## src/hdl/bb3_pkg.sv

```systemverilog
// ----------------------------------------------------------------------------
// bb3_pkg
// Shared types, constants and the rounded-mean divider for the 3x3 box blur.
// ----------------------------------------------------------------------------
package bb3_pkg;

	localparam int MAX_WIDTH  = 1024;
	localparam int MAX_HEIGHT = 4096;
	localparam int FIFO_DEPTH = 4;

	localparam logic [10:0] WIDTH_RESET  = 11'd640;
	localparam logic [12:0] HEIGHT_RESET = 13'd480;

	// Reciprocals for the divisions by 6 and by 18.
	localparam logic [13:0] RECIP_6  = 14'd10923;
	localparam logic [12:0] RECIP_18 = 13'd7282;

	typedef enum logic {
		REG_WIDTH  = 1'b0,
		REG_HEIGHT = 1'b1
	} reg_index_t;

	typedef enum logic [1:0] {
		NB_4 = 2'd0,
		NB_6 = 2'd1,
		NB_9 = 2'd2
	} nb_count_t;

	typedef logic [23:0] px_t;

	// One classified input: the 3x3 view and which results it completes.
	// emit[0]: (r-1,c-1), emit[1]: (r-1,c), emit[2]: (r,c-1), emit[3]: (r,c).
	typedef struct packed {
		px_t [2:0][2:0] view;
		logic [11:0]    row;
		logic [9:0]     col;
		logic           row_ge2;
		logic           col_ge2;
		logic [3:0]     emit;
	} job_t;

	// floor((2*sum+N)/(2N)) for N of 4, 6 or 9.
	function automatic logic [7:0] mean(logic [11:0] s, nb_count_t n);
		logic [12:0] x;
		logic [26:0] p;
		logic [7:0]  q;
		x = '0;
		p = '0;
		q = '0;
		unique case (n)
			NB_4: begin
				x = 13'(s) + 13'd2;
				q = x[9:2];
			end
			NB_6: begin
				x = 13'(s) + 13'd3;
				p = 27'(x) * 27'(RECIP_6);
				q = p[23:16];
			end
			NB_9: begin
				x = {s, 1'b0} + 13'd9;
				p = 27'(x) * 27'(RECIP_18);
				q = p[24:17];
			end
			default: q = '0;
		endcase
		return q;
	endfunction

endpackage

```

## src/hdl/bb3_if.sv

```systemverilog


interface bb3_res_if;
	logic        valid;
	logic        ready;
	logic [7:0]  out_red;
	logic [7:0]  out_green;
	logic [7:0]  out_blue;
	logic [11:0] out_row;
	logic [9:0]  out_col;
	logic        run_last;
	logic        frame_last;
	modport source(output valid, output out_red, output out_green, output out_blue,
		output out_row, output out_col, output run_last, output frame_last,
		input ready);
	modport sink(input valid, input out_red, input out_green, input out_blue,
		input out_row, input out_col, input run_last, input frame_last,
		output ready);
endinterface

```

## src/hdl/bb3_back.sv

```systemverilog
// ----------------------------------------------------------------------------
// bb3_back
// Issues a queued job's results one per cycle unless the output stalls: a sum
// stage, then the divide by the neighbour count into the output register.
// ----------------------------------------------------------------------------
module bb3_back (
	input  logic          clk,
	input  logic          arst_n,
	input  bb3_pkg::job_t job,
	input  logic          job_empty,
	output logic          job_pop,
	bb3_res_if.source     res
);

	logic [3:0]  done_q;
	logic [3:0]  pending;
	logic [3:0]  sel;
	logic        last_pick;
	logic        issue;
	logic        en_s1;
	logic        en_out;
	logic [2:0]  rmask;
	logic [2:0]  cmask;
	logic [11:0] sum [3];
	bb3_pkg::nb_count_t ncnt;
	logic [11:0] orow;
	logic [9:0]  ocol;

	logic        v_s1;
	logic [11:0] sum_s1 [3];
	bb3_pkg::nb_count_t n_s1;
	logic [11:0] row_s1;
	logic [9:0]  col_s1;
	logic        rl_s1;
	logic        fl_s1;

	assign pending   = job.emit & ~done_q;
	assign sel       = pending & (~pending + 4'd1);
	assign last_pick = ((pending & ~sel) == 4'd0);
	assign en_out    = !res.valid || res.ready;
	assign en_s1     = !v_s1 || en_out;
	assign issue     = !job_empty && en_s1;
	assign job_pop   = issue && last_pick;

	always_comb begin
		// Rows above r-1 and columns left of c-1 exist only past the edge.
		if (sel[0] || sel[1]) begin
			rmask = {1'b1, 1'b1, job.row_ge2};
			orow  = job.row - 12'd1;
		end else begin
			rmask = 3'b110;
			orow  = job.row;
		end
		if (sel[0] || sel[2]) begin
			cmask = {1'b1, 1'b1, job.col_ge2};
			ocol  = job.col - 10'd1;
		end else begin
			cmask = 3'b110;
			ocol  = job.col;
		end
		if (rmask[0] && cmask[0])
			ncnt = bb3_pkg::NB_9;
		else if (rmask[0] || cmask[0])
			ncnt = bb3_pkg::NB_6;
		else
			ncnt = bb3_pkg::NB_4;
		for (int ch = 0; ch < 3; ch++) begin
			sum[ch] = '0;
			for (int k = 0; k < 3; k++) begin
				for (int j = 0; j < 3; j++) begin
					if (rmask[k] && cmask[j])
						sum[ch] = sum[ch] + 12'(job.view[k][j][8*(2-ch) +: 8]);
				end
			end
		end
	end

	always_ff @(posedge clk or negedge arst_n) begin
		if (!arst_n) begin
			done_q    <= '0;
			v_s1      <= 1'b0;
			res.valid <= 1'b0;
		end else begin
			if (issue)
				done_q <= last_pick ? 4'd0 : (done_q | sel);
			if (en_s1)
				v_s1 <= issue;
			if (en_out)
				res.valid <= v_s1;
		end
	end

	always_ff @(posedge clk) begin
		if (issue) begin
			for (int ch = 0; ch < 3; ch++)
				sum_s1[ch] <= sum[ch];
			n_s1   <= ncnt;
			row_s1 <= orow;
			col_s1 <= ocol;
			rl_s1  <= last_pick;
			fl_s1  <= sel[3];
		end
		if (en_out && v_s1) begin
			res.out_red    <= bb3_pkg::mean(sum_s1[0], n_s1);
			res.out_green  <= bb3_pkg::mean(sum_s1[1], n_s1);
			res.out_blue   <= bb3_pkg::mean(sum_s1[2], n_s1);
			res.out_row    <= row_s1;
			res.out_col    <= col_s1;
			res.run_last   <= rl_s1;
			res.frame_last <= fl_s1;
		end
	end

endmodule

```

## src/flat_wrapper.sv

```systemverilog
// flat-port wrapper written by rule: the top's interface ports become plain ports
module bb3_back_flat 
  (clk, arst_n, job, job_empty, job_pop, res_valid, res_out_red, res_out_green, res_out_blue, res_out_row, res_out_col, res_run_last, res_frame_last, res_ready);
  bb3_res_if res_i ();
  input  logic clk;
  input  logic arst_n;
  input  bb3_pkg::job_t job;
  input  logic job_empty;
  output logic job_pop;
  output wire logic [$bits(res_i.valid)-1:0] res_valid;
  output wire logic [$bits(res_i.out_red)-1:0] res_out_red;
  output wire logic [$bits(res_i.out_green)-1:0] res_out_green;
  output wire logic [$bits(res_i.out_blue)-1:0] res_out_blue;
  output wire logic [$bits(res_i.out_row)-1:0] res_out_row;
  output wire logic [$bits(res_i.out_col)-1:0] res_out_col;
  output wire logic [$bits(res_i.run_last)-1:0] res_run_last;
  output wire logic [$bits(res_i.frame_last)-1:0] res_frame_last;
  input wire logic [$bits(res_i.ready)-1:0] res_ready;
  assign res_valid = res_i.valid;
  assign res_out_red = res_i.out_red;
  assign res_out_green = res_i.out_green;
  assign res_out_blue = res_i.out_blue;
  assign res_out_row = res_i.out_row;
  assign res_out_col = res_i.out_col;
  assign res_run_last = res_i.run_last;
  assign res_frame_last = res_i.frame_last;
  assign res_i.ready = res_ready;
  bb3_back u_core (.clk(clk), .arst_n(arst_n), .job(job), .job_empty(job_empty), .job_pop(job_pop), .res(res_i));
endmodule
```

## config.mk

```make
export PLATFORM = sky130hd
export DESIGN_NAME = bb3_back_flat
export DESIGN_NICKNAME = d
export VERILOG_FILES = /design/src/hdl/bb3_pkg.sv /design/src/hdl/bb3_if.sv /design/src/hdl/bb3_back.sv /design/src/flat_wrapper.sv
export SDC_FILE = /design/constraint.sdc
export NUM_CORES = 1
export LEC_CHECK = 0
export BUFFER_PORTS_ARGS = -buffer_cell sky130_fd_sc_hd__buf_2
export CELL_PAD_IN_SITES_DETAIL_PLACEMENT = 2
export CELL_PAD_IN_SITES_GLOBAL_PLACEMENT = 2
export CORE_MARGIN = 1
export CORE_UTILIZATION = 42
export DETAILED_ROUTE_END_ITERATION = 7
export PLACE_DENSITY_LB_ADDON = 0.1
export SYNTH_ARGS = -nofsm -noshare
export SYNTH_HDL_FRONTEND = slang
export SYNTH_SLANG_ARGS = --single-unit
```

## constraint.sdc

```tcl
create_clock -name clk -period 28.3 [get_ports clk]
set_input_delay 1.415 -clock clk [delete_from_list [all_inputs] [get_ports clk]]
set_output_delay 1.415 -clock clk [all_outputs]
set_load 0.01 [all_outputs]
```

-- Word level (Yosys, flattened, before mapping)
Memory sizes are Yosys's and may differ from the RTL's.
Index checks and enable logic that the tools add are counted.
- word-level logic and storage cells: 127
- bits of input ports: 248
- memories: 1
- output and inout bits: 50
- flip-flop bits (word level): 80
- RAM bits: 36
- memories (name ; words ; bits a word ; rd ports ; clocked after memory_dff ; write ports ; RTL line ; source):
    u_core.sum_s1 ; 3 ; 12 ; 3 ; 0 ; 3 ; bb3_back.sv:30 ; logic [11:0] sum_s1 [3];
- muxes and demuxes: 38
- multiply operators: 6
- add/sub/neg operators: 36
- equal/unequal tests: 2
- reduce and logical (&&, ||, !) cells: 22
- bitwise operators: 7
- operator list (operator ; number):
    $mux W12 ; 25
    $add A12 B8 Y12 ; 21
    $mul A13 B12 Y24 const B ; 3
    $mul A13 B14 Y24 const B ; 3
    $pmux W8 S3 ; 3
    $add A12 B2 Y13 const B ; 3
    $add A13 B4 Y13 const B ; 3
    $add A10 B2 Y10 const B ; 3
    $add A8 B8 Y9 ; 3
    $mux W8 ; 3
    $and A4 B4 Y4 ; 3
    $not A4 Y4 ; 3
    $sub A12 B1 Y12 const B ; 1
    $mux W10 ; 1
    $sub A10 B1 Y10 const B ; 1
    $logic_or A1 B1 Y1 ; 5
    $mux W1 ; 5
    $add A4 B1 Y4 const B ; 1
    $logic_and A1 B1 Y1 ; 4
    $logic_and A1 B1 Y1 const AB ; 4
    $logic_not A4 Y1 ; 1
    $mux W4 ; 1
    $or A4 B4 Y4 ; 1
    $logic_not A1 Y1 ; 3
    5 further kinds ; 7

-- Longest topological paths before layout
- word-level depth: 25
- depth in mapped cells: 48
- gate-level depth less buffers: 44

-- Worst setup path after synthesis
No wires, ideal clock.
- path kind: in2reg
- start: input port job[0] (netlist bit)
- end: memory u_core.sum_s1[2][11] (netlist: u_core.sum_s1[0][35]), data pin
- slack: 18.448 ns
- stages on the path: 47
- required time: 28.038 ns
- path buffers: 4
- arrival: 9.590 ns
- library setup time: 0.262 ns
- cell sequence: and4b_1 -> buf_6 -> clkbuf_1 -> clkbuf_1 -> clkbuf_1 -> and2_1 -> ha_1 -> inv_1 -> fa_1 -> xor2_1 -> xnor2_1 -> and2_1 -> ha_1 -> nor2b_1 -> o21ai_0 -> nand2_1 -> xnor2_1 -> nor2_1 -> [11 not listed] -> o21ai_0 -> nor2b_1 -> xnor2_1 -> ha_1 -> or3_1 -> nand3_1 -> nand2_1 -> ha_1 -> xor2_1 -> ha_1 -> o21a_1 -> o21a_1 -> nor2_1 -> nor2_1 -> or4bb_1 -> o311a_1 -> a21oi_1 -> xor2_1
- RTL lines (what ; RTL line ; source):
    start: declaration ; flat_wrapper.sv:7 ; input bb3_pkg::job_t job;
    end: declaration ; bb3_back.sv:30 ;

==> impl_summary.txt <==
----------------------------------------------------
[Placement]
  Placer congestion estimate ... ~0.89
  Post-DP HPWL ... roughly 80000 microns
  Input/output buffers ... just under 300

[Timing]
  Final Hold Violating Endpoints ... 0
  Fin crit period ... around 10000 ps
  Final max-slew violation count ... 0
  Worst setup skew after layout ... about 18 ps
  Worst slew margin ... 0.3500
  Unrepaired setup endpoints after global routing ... no
  Final clock period utilization by the worst path ... 0.3660
  Actual slew at the worst max-slew pin ... 975.1 ps
  Post-route setup TNS ... 0 ps
  Count of endpoints failing setup in the final report ... 0
  Peak clock frequency supported by timing ... between 90 and 100 MHz

[Finish]
  Final design utilization ... 0.4722
  Share of layout cells above drive strength 1 ... 0.1135
  Area growth syn-to-layout ... 10.98%
  Fin nets ... about 4500
  Count of filler cells inserted in the layout ... ~7300

[Min path]
  Hold crit path type ... flip-flop to flip-flop
  Worst Hold Endpoint ... u_core.res.out_row[0]
  Worst Hold Depth ... 0
  Launch point of the worst hold path ... u_core.row_s1[0]

[Logic synthesis]
  Post-synth EDFFs ... 110
  Syn_nets ... ~4200
  Cell area after synthesis ... roughly 28000 sq um
  Share of synthesized area occupied by flip-flops and latches ... 0.1232
  Share of flip-flops with an asynchronous set or reset after synthesis ... 0.05172
  Number of flip-flops and latches in the synthesized netlist ... ~120
  Number of different library cells in the post-synthesis netlist ... 85
  Flip-flop cell with the highest count after synthesis ... sky130_fd_sc_hd__edfxtp_1
  Avg Synthesized Cell Area ... 9.063 sq um
  Number of warnings issued by yosys ... 0
  Mapped Cells ... 3092

[Floorplanning]
  Num rows ... 94
  IO Pins ... between 200 and 300
  DIE HEIGHT ... about 260 microns
  Standard cell core area ... 65860 sq um
  Die area ... between 60000 and 70000 sq um
  Starting Density ... 0.4255
  Overall die width ... 260.3 microns

[Critical path]
  Crit path required time ... 28500 ps
  Master of the slowest instance on the critical path ... sky130_fd_sc_hd__or4bb_1
  Kind of critical path ... primary input to flip-flop
  Setup slack, reg-to-reg ... between 15000 and 20000 ps
  Endpoint of the lowest-slack register-to-register path ... u_core.sum_s1[0][35]
  Critical path peak fanout ... 43
  Category of the worst setup path capture point ... flip-flop
  Type of element launching the critical path ... primary input
  Number of cells on the worst reg-to-reg path ... between 40 and 50
  Data arrival time at the worst-slack endpoint ... around 11000 ps
  R2R Path Start ... u_core.done_q[0]
  Most frequent cell on the critical path ... sky130_fd_sc_hd__ha_1
  Slowest Stage Delay on Critical Path ... approximately 520 ps

[Global routing]
  Via count of the first global-routing pass ... between 20000 and 30000
  Gr ovfl total ... 0
  First-pass GRT wire length ... about 150000 microns
  Overall fraction of global-route tracks in use ... 0.2769
  Initial antenna violation count ... 29
  Maximum number of pins on one net before global-route repair ... 77

[Clock tree]
  Clock tree from TritonCTS ... built
  Clk Latency, worst-skew pair ... 470 ps
  Clock buffers created by TritonCTS ... 17
  Largest buffer count on any clock path ... 2
  Clock tree root buffer cell ... sky130_fd_sc_hd__clkbuf_16
  H-tree level count ... 4
  Post-CTS repair timing setup buffer count ... 0
  Clock input transition at the sequential cells of the worst setup and hold paths ... about 60 ps
  Hold_buf cts ... 0
  Count of cells resized by post-cts repair ... 0
  Num Clock Sinks ... about 120

[Route]
  Drt initial violations ... between 600 and 700
  Total via count in the routed design ... around 23000
  Vias per cell ... 5.464
  Wire length after detailed routing ... between 90000 and 100000 microns
  Number of detailed-routing iterations run before antenna repair ... 4
  Post-route DRC ... 0
  Residual antenna-violating net count after detailed routing ... 0
  Routed length per placed instance ... 21.62 microns

[Flow run]
  Count of max-cap constraint violations ... 0

[Outcome]
  Status ... finished clean

----------------------------------------------------
## cell families after synthesis
family | after synthesis | synth area share
AOI/OAI and AO/OA | 588 | 0.1333
xor gates and xnor gates | 325 | 0.1029
adders and majority gates | 851 | 0.4472
buffers and inverters | 558 | 0.07505
DFF | 116 | 0.1232
muxes | 14 | 0.005269
and+or+nand+nor | 640 | 0.1131
## cell usage after synthesis, drive strengths merged (5+ instances only)
| cell type | instances | area [sq um] |
|---|---|---|
| buf | 6 | 31.27 |
| a2111oi | 5 | 68.82 |
| ha | 596 | 7457 |
| fa | 252 | 5045 |
| or2 | 13 | 81.33 |
| a211oi | 19 | 142.6 |
| inv | 503 | 1888 |
| o21ai | 140 | 700.7 |
| a211o | 8 | 70.07 |
| xnor2 | 212 | 1872 |
| a31o | 8 | 70.07 |
| o31a | 7 | 61.31 |
| nand3 | 39 | 195.2 |
| edfxtp | 110 | 3303 |
| o32ai | 5 | 51.30 |
| o21bai | 30 | 225.2 |
| o31ai | 7 | 57.55 |
| dfrtp | 6 | 150.1 |
| nand2b | 20 | 125.1 |
| and3 | 22 | 137.6 |
| o22ai | 22 | 137.6 |
| o21a | 36 | 270.3 |
| nor3 | 54 | 275.3 |
| mux2 | 6 | 67.56 |
| nand4 | 10 | 62.56 |
| xor2 | 112 | 988.4 |
| a21oi | 174 | 874.6 |
| mux2i | 8 | 80.08 |
| or3 | 22 | 137.6 |
| and4b | 6 | 60.06 |
| clkbuf | 49 | 183.9 |
| nor2b | 40 | 250.2 |
| and2 | 50 | 312.8 |
| a21o | 66 | 495.5 |
| nor2 | 173 | 649.4 |
| nor4 | 10 | 62.56 |
| a31oi | 13 | 81.33 |
| a21boi | 9 | 67.56 |
| nand2 | 152 | 570.6 |
## through the flow
stage / instances / worst slack (ps) / hold slack, ps / cell area [sq um]
4_1_cts: 4239 / 17960 / 421.0 / 31070
3_3_place_gp: 4207 / 18040 / 400.4 / 30480
3_5_place_dp: 4207 / 17520 / 405.2 / 30480
6_report: 4250 / 17940 / 419.6 / 31100
2_1_floorplan: 3092 / 18450 / 400.3 / 28020
5_1_grt: 4244 / 17410 / 427.6 / 31080
## worst max-delay path, delay by kind of cell
family,cells,cell delay [ps]
compound gates,12,2070
simple gates,15,2660
buf+inv,3,580
fa+ha+maj,9,2910
xor+xnor,6,880
## registers in the layout (all words and copies together), names as in the netlist, 2 cells and up
| register | flops |
|---|---|
| u_core.sum_s1 | 36 |
| u_core.row_s1 | 12 |
| u_core.res.out_green | 8 |
| u_core.res.out_col | 10 |
| u_core.col_s1 | 10 |
| u_core.n_s1 | 2 |
| u_core.res.out_blue | 8 |
| u_core.res.out_row | 12 |
| u_core.res.out_red | 8 |
| u_core.done_q | 4 |
## placed cells by master (no fill, tap or decap), types with 111 or more instances in the layout
cell / count
sky130_fd_sc_hd__o21ai_0: 136
sky130_fd_sc_hd__xor2_1: 111
sky130_fd_sc_hd__a21oi_1: 172
sky130_fd_sc_hd__nor2_1: 173
sky130_fd_sc_hd__xnor2_1: 210
sky130_fd_sc_hd__inv_1: 503
sky130_fd_sc_hd__ha_1: 596
sky130_fd_sc_hd__nand2_1: 151
sky130_fd_sc_hd__fa_1: 252
sky130_fd_sc_hd__buf_2: 297
## how the worst max path moves through the flow
| stage | startpoint | to | slack (ps) |
|---|---|---|---|
| 2_1_floorplan | job[0] | u_core.sum_s1[0][35] | 18450 |
| 4_1_cts | job[5] | u_core.sum_s1[0][35] | 17960 |
| 6_report | job[0] | u_core.sum_s1[0][35] | 17940 |
| 3_5_place_dp | job[5] | u_core.sum_s1[0][35] | 17520 |
| 3_3_place_gp | job[5] | u_core.sum_s1[0][35] | 18040 |
| 5_1_grt | job[0] | u_core.sum_s1[0][35] | 17410 |
## cell type report
| class | count | area, sq um | share of cell area |
|---|---|---|---|
| inverters | 503 | 1888 | 0.06071 |
| flip-flops and latches | 116 | 3453 | 0.1110 |
| repair buffers | 306 | 1554 | 0.04997 |
| multi-input cells | 2418 | 22500 | 0.7235 |
| well taps | 864 | 1081 | 0.03476 |
| clock buffers | 18 | 429.2 | 0.01380 |
| diodes | 11 | 27.53 | 0.0008851 |
| clock inverters | 14 | 166.4 | 0.005351 |
## metal layers
metal / share of wire / vias to the layer above / GRT usage
met2: 0.54 / 295 / 0.5338
li1: - / 11052 / -
met4: 0.022 / 34 / 0.07602
met3: 0.032 / 141 / 0.04487
met1: 0.40 / 11700 / 0.3096
met5: 0.0022 / - / 0
Power is not shown: default switching activity piles up to over one toggle a cycle in this logic, so the estimate is an artifact.
