File: config.mk
export PLATFORM = sky130hd
export DESIGN_NAME = bb3_fifo
export DESIGN_NICKNAME = d
export VERILOG_FILES = /design/src/hdl/bb3_pkg.sv /design/src/hdl/bb3_fifo.sv
export SDC_FILE = /design/constraint.sdc
export NUM_CORES = 1
export LEC_CHECK = 0
export BUFFER_PORTS_ARGS = -buffer_cell sky130_fd_sc_hd__buf_2
export CAP_MARGIN = 10
export CORE_MARGIN = 10
export CORE_UTILIZATION = 57
export DETAILED_ROUTE_END_ITERATION = 8
export PLACE_DENSITY_LB_ADDON = 0.05
export SLEW_MARGIN = 20
export SYNTH_ARGS = -nofsm -noshare
export SYNTH_HDL_FRONTEND = slang
export SYNTH_SLANG_ARGS = --single-unit
File: constraint.sdc
create_clock -name clk -period 7.7 [get_ports clk]
set_input_delay 0 -clock clk [delete_from_list [all_inputs] [get_ports clk]]
set_output_delay 0 -clock clk [all_outputs]
set_load 0.01 [all_outputs]
File: src/hdl/bb3_pkg.sv
// ----------------------------------------------------------------------------
// bb3_pkg
// Shared types, constants and the rounded-mean divider for the 3x3 box blur.
// ----------------------------------------------------------------------------
package bb3_pkg;

	localparam int MAX_WIDTH  = 1024;
	localparam int MAX_HEIGHT = 4096;
	localparam int FIFO_DEPTH = 4;

	localparam logic [10:0] WIDTH_RESET  = 11'd640;
	localparam logic [12:0] HEIGHT_RESET = 13'd480;

	// Reciprocals for the divisions by 6 and by 18.
	localparam logic [13:0] RECIP_6  = 14'd10923;
	localparam logic [12:0] RECIP_18 = 13'd7282;

	typedef enum logic {
		REG_WIDTH  = 1'b0,
		REG_HEIGHT = 1'b1
	} reg_index_t;

	typedef enum logic [1:0] {
		NB_4 = 2'd0,
		NB_6 = 2'd1,
		NB_9 = 2'd2
	} nb_count_t;

	typedef logic [23:0] px_t;

	// One classified input: the 3x3 view and which results it completes.
	// emit[0]: (r-1,c-1), emit[1]: (r-1,c), emit[2]: (r,c-1), emit[3]: (r,c).
	typedef struct packed {
		px_t [2:0][2:0] view;
		logic [11:0]    row;
		logic [9:0]     col;
		logic           row_ge2;
		logic           col_ge2;
		logic [3:0]     emit;
	} job_t;

	// floor((2*sum+N)/(2N)) for N of 4, 6 or 9.
	function automatic logic [7:0] mean(logic [11:0] s, nb_count_t n);
		logic [12:0] x;
		logic [26:0] p;
		logic [7:0]  q;
		x = '0;
		p = '0;
		q = '0;
		unique case (n)
			NB_4: begin
				x = 13'(s) + 13'd2;
				q = x[9:2];
			end
			NB_6: begin
				x = 13'(s) + 13'd3;
				p = 27'(x) * 27'(RECIP_6);
				q = p[23:16];
			end
			NB_9: begin
				x = {s, 1'b0} + 13'd9;
				p = 27'(x) * 27'(RECIP_18);
				q = p[24:17];
			end
			default: q = '0;
		endcase
		return q;
	endfunction

endpackage

File: src/hdl/bb3_fifo.sv
// ----------------------------------------------------------------------------
// bb3_fifo
// Short job queue that decouples the front from the back.
// ----------------------------------------------------------------------------
module bb3_fifo (
	input  logic          clk,
	input  logic          arst_n,
	input  logic          push,
	input  bb3_pkg::job_t din,
	input  logic          pop,
	output bb3_pkg::job_t dout,
	output logic          empty,
	output logic          full
);

	localparam int AW = $clog2(bb3_pkg::FIFO_DEPTH);

	bb3_pkg::job_t mem_q [bb3_pkg::FIFO_DEPTH];
	logic [AW-1:0] wr_q;
	logic [AW-1:0] rd_q;
	logic [AW:0]   cnt_q;

	assign empty = (cnt_q == '0);
	assign full  = (cnt_q == (AW+1)'(bb3_pkg::FIFO_DEPTH));
	assign dout  = mem_q[rd_q];

	always_ff @(posedge clk or negedge arst_n) begin
		if (!arst_n) begin
			wr_q  <= '0;
			rd_q  <= '0;
			cnt_q <= '0;
		end else begin
			if (push)
				wr_q <= wr_q + 1'b1;
			if (pop)
				rd_q <= rd_q + 1'b1;
			if (push && !pop)
				cnt_q <= cnt_q + 1'b1;
			else if (pop && !push)
				cnt_q <= cnt_q - 1'b1;
		end
	end

	always_ff @(posedge clk) begin
		if (push)
			mem_q[wr_q] <= din;
	end

endmodule

### Word-level counts from Yosys, hierarchy flattened

Memory sizes are Yosys's and may differ from the RTL's.
Cells that the tools add are included.

| storage, ports and cells | value |
|---|---|
| register bits after elaboration | 7 |
| RAM bits | 976 |
| input bits | 248 |
| output and inout port bits | 246 |
| logic and storage cells | 19 |
| memories | 1 |

Memory list:

| memory | depth | width | rd ports | clocked after memory_dff | write ports | RTL line | RTL |
|---|---|---|---|---|---|---|---|
| mem_q | 4 | 244 | 1 | 0 | 1 | bb3_fifo.sv:18 | `bb3_pkg::job_t mem_q [bb3_pkg::FIFO_DEPTH];` |

| operators by class | value |
|---|---|
| add/subtract/negate cells | 4 |
| equality and inequality tests | 1 |
| multiplexer cells | 4 |
| reductions and logical operators | 6 |

Operator list:

| cell | count |
|---|---|
| $mux 3 | 2 |
| $add 2x1->2 const B | 2 |
| $add 3x1->3 const B | 1 |
| $eq 3x3->1 const B | 1 |
| $logic_not 3->1 | 1 |
| $sub 3x1->3 const B | 1 |
| $logic_and 1x1->1 | 2 |
| $logic_not 1->1 | 2 |
| $mux 1 | 2 |
| $reduce_bool 2->1 | 1 |

### Depth between registers and ports, before layout

Gate-level depths: netlist of the first run.

| depth | value |
|---|---|
| word-level depth | 4 |
| depth in mapped cells | 7 |
| mapped depth without buffers | 7 |

### Worst setup path before layout of the first run

Ideal clock, no wire load.

| timing path | value |
|---|---|
| path kind | reg2reg |
| start point | register wr_q[0] |
| end point | memory mem_q[2][0] in the netlist's numbering (enable) |
| setup time | 0.636 ns |
| data arrival time | 6.149 ns |
| required time | 7.064 ns |
| setup slack | 0.915 ns |
| stages on the path, launching flop included | 4 |
| buffers on the path | 0 |
| period minus slack after synthesis | 6.785 ns |
| path through | dfrtp_1 > inv_1 > ha_1 > and2_1 |

RTL lines:

| item | RTL line | RTL |
|---|---|---|
| start: declaration | bb3_fifo.sv:19 | `logic [AW-1:0] wr_q;` |
| start signal: assignment | bb3_fifo.sv:34 | `wr_q <= wr_q + 1'b1;` |
| end: declaration | bb3_fifo.sv:18 |  |

Straight into the memory's write port.

==> flow_summary.toml, run 1 <==
[routing]
route.detailed.drc = 0
wl_per_cell_um = 25.4
number_of_vias_per_cell_after_detailed_routing = 5.55
totalWireLength_um = 77000
drtPass1Iterations = 5
detailedRoute.firstIterationViolations = 1369
route.vias.total = 16837
drt.antenna.violating_nets = 0

[global_routing]
grt_first_pass_wirelength_um = 116000
antenna_found_initial = 11
first_global_vias = 18228
grt.overflow.total = 0
grt_start_max_net_pins = 161
grtUsageTotal_pct = 21.1

[setup_path]
critPathLaunchType = "flip-flop"
crit_path_arrival_time_ns = 3.52
r2r-end = "mem_q[3][203]"
ff2ff_path_depth = 3
setup.worst_path.class = "flip-flop to output port"
worst-path-max-fanout = 60
reg2reg_from = "wr_q[0]"
rrSetupSlack_ns = 5.01
endpoint_kind = "output port"
worst-endpoint-required_ns = 7.70

[power_and_ir_drop]
sequentialPowerShare_pct = 44.1
power.net_switching_w = 0.00485
p_int_w = 0.0117
p_sw_share_pct = 29.2
power.clock.fraction_pct = 27.3
power.total_w = 0.0166
leakagePower_nw = 15.3
combinational_cell_fraction_of_total_power_pct = 28.6
powerDensity_mw_per_mm2 = 373
ir_drop_v = 0.000569

[synth]
yosysSeqAreaShare_pct = 82.3
synthDominantCellAreaShare_pct = 81.8
synthesis.area_per_instance_um2 = 27.4
yosys.cell_types.count = 21
postSynthCellCount = 1309
synth.top_cells.by_area = "sky130_fd_sc_hd__edfxtp_1 82%, sky130_fd_sc_hd__mux4_2 15%, sky130_fd_sc_hd__buf_12 1.2%"
synth_top_cell_by_area = "sky130_fd_sc_hd__edfxtp_1"
syn-cell-area_mm2 = 0.0358
synthesis.nets = 1563
yosys_warnings = 0
synth.ff_latch_count = 983

[timing]
hold-worst-slack_ns = 0.111
timing.clock.skew_ns = 0.0156
finalHoldViolCount = 0
fin_crit_ns = 3.52
layout_setup_ws_ns = 4.18
achievable-frequency_mhz = 284
max-slew-margin-rel_pct = 25.9
timing.final.setup_violations = 0
setup_total_negative_slack_ns = 0
unrepaired_setup_endpoints_after_global_routing = "no"
worst-slew-pin-transition_ns = 1.11
drv_slew = 0
part_of_the_cycle_the_worst_path_needs_pct = 45.7

[placed_design]
dpl_worst_slack_ns = 4.78
routabilityCongestion = 0.786
io_buffer_count = 493
dp_hpwl_um = 46700

[cells_and_area]
share_of_cells_above_drive_strength_1_pct = 40.8
num-fill-cells = 3733
final_net_count = 2364
areaGrowthSynthToFinish_pct = 24.1
layout.core_utilization_pct = 71.8

[floorplan]
core_region_area_mm2 = 0.0619
row_count = 91
die_area_mm2 = 0.0733
floorplan.io_pins = 494
die_w_um = 271
floorplan.initialDensity_pct = 57.9
die_y_um = 271

[clocking]
clk_pin_slew_ns = 0.06
cts_tree = "done"
tritoncts_num_sinks = 983
clockRootBuffer = "sky130_fd_sc_hd__clkbuf_16"
postCtsSetupBuffers = 0
cts_buffers = 97
cts-root-to-sink-buffers = 3
cts-htree-levels = 3
clock_latency_ns = 0.63

[outcome]
outcome = "finished, final reports clean"

[hold_path]
min_path_type = "input pin to flip-flop"
hold_end = "mem_q[2][1]"
holdCritStartpoint = "din[1]"
hold-path-cell-count = 2

[flow_run]
maxCapViolations = 0
-- per-layer routing --
| metal | wire length, µm | track usage, % | vias to the layer above | share of wire, % |
|---|---|---|---|---|
| met5 | 83 | 0 | - | 0.11 |
| met4 | 1960 | 6.01 | 14 | 2.5 |
| met3 | 5870 | 6.65 | 128 | 7.6 |
| met2 | 40100 | 35.2 | 546 | 52 |
| met1 | 29000 | 26.5 | 8826 | 38 |
| li1 | - | - | 7323 | - |
-- registers in the layout (all words and copies together) (netlist names) --
register / flops
cnt_q: 3
mem_q: 976
wr_q: 2
rd_q: 2
-- power groups by stage --
| stage | logic [W] | registers [W] | clock network (W) |
|---|---|---|---|
| 6_report | 0.00474 | 0.00731 | 0.00453 |
| 5_1_grt | 0.00507 | 0.00740 | 0.00485 |
| 4_1_cts | 0.00489 | 0.00732 | 0.00464 |
| 3_5_place_dp | 0.00477 | 0.00743 | 0 |
| 3_3_place_gp | 0.00477 | 0.00738 | 0 |
| 2_1_floorplan | 0.00322 | 0.00750 | 0 |
-- critical path, cell delays in order (launching register included) --
cell                      delay (ns)
sky130_fd_sc_hd__dfrtp_4        0.90
sky130_fd_sc_hd__buf_4          0.52
sky130_fd_sc_hd__buf_4          0.77
sky130_fd_sc_hd__mux4_2         0.44
sky130_fd_sc_hd__buf_2          0.16
-- cells in the mapped netlist --
library cell and n:
sky130_fd_sc_hd__dfrtp_1 7, sky130_fd_sc_hd__xnor2_1 2, sky130_fd_sc_hd__edfxtp_1 976, sky130_fd_sc_hd__buf_2 23, sky130_fd_sc_hd__clkbuf_1 2, sky130_fd_sc_hd__and2_1 4
sky130_fd_sc_hd__nand2_1 2, sky130_fd_sc_hd__xor2_1 4, sky130_fd_sc_hd__buf_6 5, sky130_fd_sc_hd__mux2_2 1, sky130_fd_sc_hd__fa_1 1, sky130_fd_sc_hd__nor3b_1 1
sky130_fd_sc_hd__mux4_2 244, sky130_fd_sc_hd__buf_8 1, sky130_fd_sc_hd__buf_1 2, sky130_fd_sc_hd__buf_12 22, sky130_fd_sc_hd__nor3_1 1, sky130_fd_sc_hd__ha_1 5
sky130_fd_sc_hd__nor2_1 1, sky130_fd_sc_hd__inv_1 4, sky130_fd_sc_hd__o21ai_0 1
-- kinds of logic after synthesis --
family                     Yosys count  synth area share (%)
adders and majority gates            6                 0.230
xor gates and xnor gates             6                 0.147
DFF                                983                  82.3
AOI/OAI and AO/OA                    1                0.0140
muxes                              245                  15.4
and+or+nand+nor                      9                 0.136
buffers and inverters               59                  1.83
-- layout make-up --
type	instances	area (µm²)	area share, %
timing repair buffer	757	5130	11.5
antenna	5	12.5	0.0281
sequential	983	29500	66.3
multi-input combinational	267	5710	12.8
inverter	4	15.0	0.0337
clock inverter	62	557	1.25
clock buffer	118	2530	5.68
tap	837	1050	2.35
-- what timing repair did --
item,CTS,global route
hold buffers,248,0
gates resized for setup,0,0
endpoints found under the hold margin,990,0
-- through the flow --
step           cell area (µm²)  instances
2_1_floorplan            35800       1309
5_1_grt                  44500       3031
3_3_place_gp             38900       2600
6_report                 44500       3033
3_5_place_dp             38900       2600
4_1_cts                  44500       3028
-- worst max path at each step --
stage                 start     endpoint
floorplan           wr_q[0]  mem_q[2][0]
finish              rd_q[1]    dout[122]
CTS                 rd_q[1]     dout[46]
detailed placement  rd_q[1]     dout[46]
global placement    rd_q[1]     dout[38]
global route        rd_q[1]     dout[39]
-- cell usage in the layout (no fill, tap or decap), types with 3 or more instances in the layout --
cell type / instances
sky130_fd_sc_hd__edfxtp_1: 976
sky130_fd_sc_hd__buf_2: 493
sky130_fd_sc_hd__dlygate4sd3_1: 248
sky130_fd_sc_hd__mux4_2: 244
sky130_fd_sc_hd__clkbuf_16: 98
sky130_fd_sc_hd__clkinv_1: 27
sky130_fd_sc_hd__clkbuf_1: 20
sky130_fd_sc_hd__clkinv_2: 17
sky130_fd_sc_hd__buf_4: 11
sky130_fd_sc_hd__bufinv_16: 9
sky130_fd_sc_hd__diode_2: 5
sky130_fd_sc_hd__ha_1: 5
sky130_fd_sc_hd__inv_6: 5
sky130_fd_sc_hd__dfrtp_1: 5
sky130_fd_sc_hd__buf_12: 5
sky130_fd_sc_hd__inv_1: 4
sky130_fd_sc_hd__and2_4: 4
sky130_fd_sc_hd__xor2_1: 4
sky130_fd_sc_hd__clkinv_8: 3
(Power assumes the default switching activity.)
==> run 2, diff against run 1 <==
CORE_UTILIZATION = 51   (was 57)
clock period = 2.9 ns   (was 7.7 ns; I/O delays follow)
==> flow_summary.toml, run 2 (synthesized netlist as in run 1, its figures left out) <==
[outcome]
outcome = "finished, final reports clean"

[setup_path]
endpoint_kind = "output port"
setup.worst_path.class = "flip-flop to output port"
cp_cell_sequence = "buf_12 > buf_4 > mux4_2 > buf_2"
worst_path_dominant_cell_family = "buffers and inverters"
critPathLaunchType = "flip-flop"
critPathBufInv = 3
slowest_stage = "sky130_fd_sc_hd__dfrtp_4"
worst-endpoint-required_ns = 2.90
max_stage_delay_ns = 0.62
worst-path-max-fanout = 14
cp-startpoint = "rd_q[0]"
crit_path_arrival_time_ns = 2.53
reg2reg_from = "wr_q[0]"

[clocking]
tritoncts_num_sinks = 983
clock_latency_ns = 0.65
cts-root-to-sink-buffers = 3
postCtsSetupBuffers = 0
clockRootBuffer = "sky130_fd_sc_hd__clkbuf_16"
clk_pin_slew_ns = 0.06
cts_buffers = 98
cts-htree-levels = 3
cts_tree = "done"

[power_and_ir_drop]
sequentialPowerShare_pct = 42.7
power.total_w = 0.0449
combinational_cell_fraction_of_total_power_pct = 29.9
power.net_switching_w = 0.0132
powerDensity_mw_per_mm2 = 994
power.clock.fraction_pct = 27.4
p_sw_share_pct = 29.4
p_int_w = 0.0317
leakagePower_nw = 15.6
ir_drop_v = 0.000671

[placed_design]
io_buffer_count = 493
placed_cell_area_mm2 = 0.0396
dpl_worst_slack_ns = 0.915
dp_hpwl_um = 50100
routabilityCongestion = 0.745

[timing]
setup_total_negative_slack_ns = 0
unrepaired_setup_endpoints_after_global_routing = "no"
drv_slew = 0
timing.clock.skew_ns = 0.0150
layout_setup_ws_ns = 0.367
finalHoldViolCount = 0
worst-slew-pin-transition_ns = 0.701
max-slew-margin-rel_pct = 53.2
part_of_the_cycle_the_worst_path_needs_pct = 87.3
timing.final.setup_violations = 0
achievable-frequency_mhz = 395
fin_crit_ns = 2.53

[floorplan]
die_area_mm2 = 0.0813
row_count = 97
floorplan.io_pins = 494
floorplan.initialDensity_pct = 51.4
core_region_area_mm2 = 0.0698
die_w_um = 285
die_y_um = 285

[cells_and_area]
final_common_cell = "sky130_fd_sc_hd__edfxtp_1"
layout_common_cells = "976 x sky130_fd_sc_hd__edfxtp_1, 493 x sky130_fd_sc_hd__buf_2, 248 x sky130_fd_sc_hd__dlygate4sd3_1"
num-fill-cells = 4723
final_net_count = 2396
biggestRegsByFlops = "mem_q x976, cnt_q x3"
regArea_mm2 = 0.0295
areaGrowthSynthToFinish_pct = 26.2
largest_reg_flops = 976
multi_input_area_mm2 = 0.00571
share_of_cells_above_drive_strength_1_pct = 41.8
largest_register = "mem_q"
layout.cell_area.non_filler_mm2 = 0.0452

[global_routing]
grt_first_pass_wirelength_um = 120000
grt.overflow.total = 0
first_global_vias = 18541
grt_start_max_net_pins = 65
grtUsageTotal_pct = 19.6
antenna_found_initial = 12

[routing]
totalWireLength_um = 79900
detailedRoute.firstIterationViolations = 1193
route.detailed.drc = 0
drt.antenna.violating_nets = 0
wl_per_cell_um = 25.2
route.vias.total = 17017
drtPass1Iterations = 5
number_of_vias_per_cell_after_detailed_routing = 5.36

[hold_path]
holdCritStartpoint = "din[19]"
min_path_type = "input pin to flip-flop"

[flow_run]
maxCapViolations = 0
## run 2: final timing paths
check                           endpoint  slack [ns]  cells past startpoint
max                            dout[162]        0.37                      4
min                         mem_q[3][19]        0.10                      2
max reg2reg                mem_q[3][174]        0.96                      3
min reg2reg                     cnt_q[2]        0.49                      1
max in group asynchronous        rd_q[1]        2.21                      3
min in group asynchronous        rd_q[0]        0.40                      3
## run 2: per-layer routing
| layer | global-route usage (%) | vias to the layer above | part of all wire (%) |
|---|---|---|---|
| met5 | 0 | - | 0.060 |
| met4 | 6.79 | 8 | 2.7 |
| met3 | 5.07 | 118 | 6.6 |
| met2 | 33.1 | 524 | 52 |
| met1 | 24.5 | 8951 | 38 |
| li1 | - | 7416 | - |
## run 2: worst reg2reg max path: cells and delay by family (launching register included)
| kind | cells | cell delay [ns] |
|---|---|---|
| buffers and inverters | 1 | 0.41 |
| adders and majority gates | 1 | 0.18 |
| DFF | 1 | 0.42 |
| and+or+nand+nor | 1 | 0.60 |
## run 2: area by class of cell
cell class	instances	area share, %
clock inverters	60	1.21
well taps	940	2.60
repair buffers	788	12.5
inverters	4	0.0332
clock buffers	122	5.76
multi-input cells	267	12.6
diodes	9	0.0498
flip-flops and latches	983	65.2
## run 2: per-stage QoR
step	util (%)	hold slack (ns)	std cells
floorplan	-	-0.296	1309
global placement	56.7	-0.156	2734
detailed placement	56.7	-0.146	2734
CTS	64.8	0.0519	3164
global route	64.8	0.0830	3171
finish	64.8	0.103	3173
## run 2: timing repair
| action | CTS | global route |
|---|---|---|
| gates resized for setup | 0 | 0 |
| setup endpoints to repair | 0 | 0 |
| hold buffers | 248 | 0 |
| hold endpoints to repair | 999 | 0 |
## run 2: power by group through the flow
stage	Clock (W)	Combinational, W	Sequential [W]
2_1_floorplan	0	0.00857	0.0193
3_3_place_gp	0	0.0136	0.0194
3_5_place_dp	0	0.0136	0.0195
4_1_cts	0.0126	0.0139	0.0192
5_1_grt	0.0132	0.0144	0.0194
6_report	0.0123	0.0134	0.0192
==> run 3, diff against run 2 <==
--- a/config.mk
+++ b/config.mk
@@ -7,5 +7,5 @@
 export LEC_CHECK = 0
 export BUFFER_PORTS_ARGS = -buffer_cell sky130_fd_sc_hd__buf_2
-export CAP_MARGIN = 10
+export CAP_MARGIN = 30
 export CORE_MARGIN = 10
 export CORE_UTILIZATION = 51
==> constraint.sdc (replaced) <==
create_clock -name clk -period 2.9 [get_ports clk]
set_input_delay 0 -clock clk [delete_from_list [all_inputs] [get_ports clk]]
set_output_delay 0 -clock clk [all_outputs]
set_load 0.005 [all_outputs]
==> flow_summary.toml, run 3 (synthesized netlist as in run 1, its figures left out) <==
[power_and_ir_drop]
power.clock.fraction_pct = 28.2
ir_drop_v = 0.000733
power.net_switching_w = 0.0124
p_int_w = 0.0318
p_sw_share_pct = 28.1
sequentialPowerShare_pct = 43.2
combinational_cell_fraction_of_total_power_pct = 28.6
powerDensity_mw_per_mm2 = 975
power.total_w = 0.0442
leakagePower_nw = 15.6

[timing]
setup_total_negative_slack_ns = 0
timing.clock.skew_ns = 0.0266
worst-slew-pin-transition_ns = 0.624
part_of_the_cycle_the_worst_path_needs_pct = 86.3
max-slew-margin-rel_pct = 58.4
drv_slew = 0
unrepaired_setup_endpoints_after_global_routing = "no"
achievable-frequency_mhz = 399
finalHoldViolCount = 0
timing.final.setup_violations = 0
fin_crit_ns = 2.50
layout_setup_ws_ns = 0.396

[setup_path]
worst-path-max-fanout = 17
crit_cells = 4
slowest_stage = "sky130_fd_sc_hd__mux4_2"
crit_path_arrival_time_ns = 2.50
setup.worst_path.class = "flip-flop to output port"
worst_path_dominant_cell_family = "buffers and inverters"
critPathLaunchType = "flip-flop"
critPathBufInv = 3
worst-endpoint-required_ns = 2.90
ff2ff_path_depth = 4
max_stage_delay_ns = 0.58
cp_cell_sequence = "buf_12 > buf_4 > mux4_2 > buf_2"
endpoint_kind = "output port"
rrSetupSlack_ns = 0.99

[floorplan]
floorplan.initialDensity_pct = 51.4
die_w_um = 285
die_area_mm2 = 0.0813
die_y_um = 285
floorplan.io_pins = 494
row_count = 97
core_region_area_mm2 = 0.0698

[clocking]
clock_latency_ns = 0.65
cts_tree = "done"
post_cts_resized = 0
cts-htree-levels = 3
tritoncts_num_sinks = 983
cts_buffers = 99
postCtsSetupBuffers = 0
clk_pin_slew_ns = 0.06
cts_hold_buffers = 248
clockRootBuffer = "sky130_fd_sc_hd__clkbuf_16"
cts-root-to-sink-buffers = 3

[cells_and_area]
areaGrowthSynthToFinish_pct = 26.5
num-fill-cells = 4700
final_net_count = 2395
share_of_cells_above_drive_strength_1_pct = 42.1
multi_input_area_mm2 = 0.00571
layout_common_cells = "976 x sky130_fd_sc_hd__edfxtp_1, 493 x sky130_fd_sc_hd__buf_2, 248 x sky130_fd_sc_hd__dlygate4sd3_1"
final_common_cell = "sky130_fd_sc_hd__edfxtp_1"
largest_reg_flops = 976
largest_register = "mem_q"
layout.core_utilization_pct = 65.0
regArea_mm2 = 0.0295
final_cell_count_no_fill = 3170
biggestRegsByFlops = "mem_q x976, cnt_q x3"

[global_routing]
gr-usage-met3_pct = 5.59
first_global_vias = 18543
grt-busiest-layer = "met2"
grt_start_max_net_pins = 92
grt.overflow.total = 0
grtUsageTotal_pct = 19.4
met2_demand_to_capacity_share_in_global_routing_pct = 32.3
grt_first_pass_wirelength_um = 119000
antenna_found_initial = 11
grt.met1_usage_pct = 24.5

[placed_design]
dpl_worst_slack_ns = 0.984
io_buffer_count = 493
post-place-cells = 2732
routabilityCongestion = 0.750
dp_hpwl_um = 50400

[routing]
route.vias.total = 16885
detailedRoute.firstIterationViolations = 1066
totalWireLength_um = 78900
drtPass1Iterations = 4
drt.antenna.violating_nets = 0
number_of_vias_per_cell_after_detailed_routing = 5.33
wl_per_cell_um = 24.9
route.detailed.drc = 0

[hold_path]
min_path_type = "input pin to flip-flop"
hold-path-cell-count = 2

[flow_run]
maxCapViolations = 0

[outcome]
outcome = "finished, final reports clean"
-- run 3: layer usage --
metal  wire length [µm]  part of all wire [%]
met1              31200                    39
met2              40500                    51
met3               5030                   6.4
met4               2140                   2.7
met5                 39                 0.049
-- run 3: final cells by class --
| cell class | instances | share of cell area, % |
|---|---|---|
| Timing Repair Buffer | 786 | 12.6 |
| Multi-Input combinational cell | 267 | 12.6 |
| Tap cell | 940 | 2.59 |
| Clock inverter | 62 | 1.43 |
| Inverter | 4 | 0.0331 |
| Sequential cell | 983 | 65.0 |
| Antenna cell | 9 | 0.0497 |
| Clock buffer | 119 | 5.68 |
-- run 3: power by group through the flow --
stage	Sequential, W	Clock, W	Combinational (W)
finish	0.0191	0.0125	0.0126
global route	0.0193	0.0133	0.0136
CTS	0.0191	0.0128	0.0131
detailed placement	0.0194	0	0.0127
global placement	0.0193	0	0.0128
floorplan	0.0193	0	0.00764
-- run 3: through the flow --
stage	hold slack, ns	area, µm²
after floorplan	-0.296	35800
after CTS	0.0462	45300
after global placement	-0.152	39600
after global routing	0.0703	45300
final	0.0954	45300
after detailed placement	-0.146	39600
-- run 3: final timing paths --
check                           endpoint      from
setup / recovery               dout[222]   rd_q[0]
hold / removal             mem_q[0][234]  din[234]
setup reg to reg           mem_q[2][201]   wr_q[0]
hold reg to reg                 cnt_q[2]  cnt_q[2]
max in group asynchronous        rd_q[0]    arst_n
min in group asynchronous       cnt_q[2]    arst_n
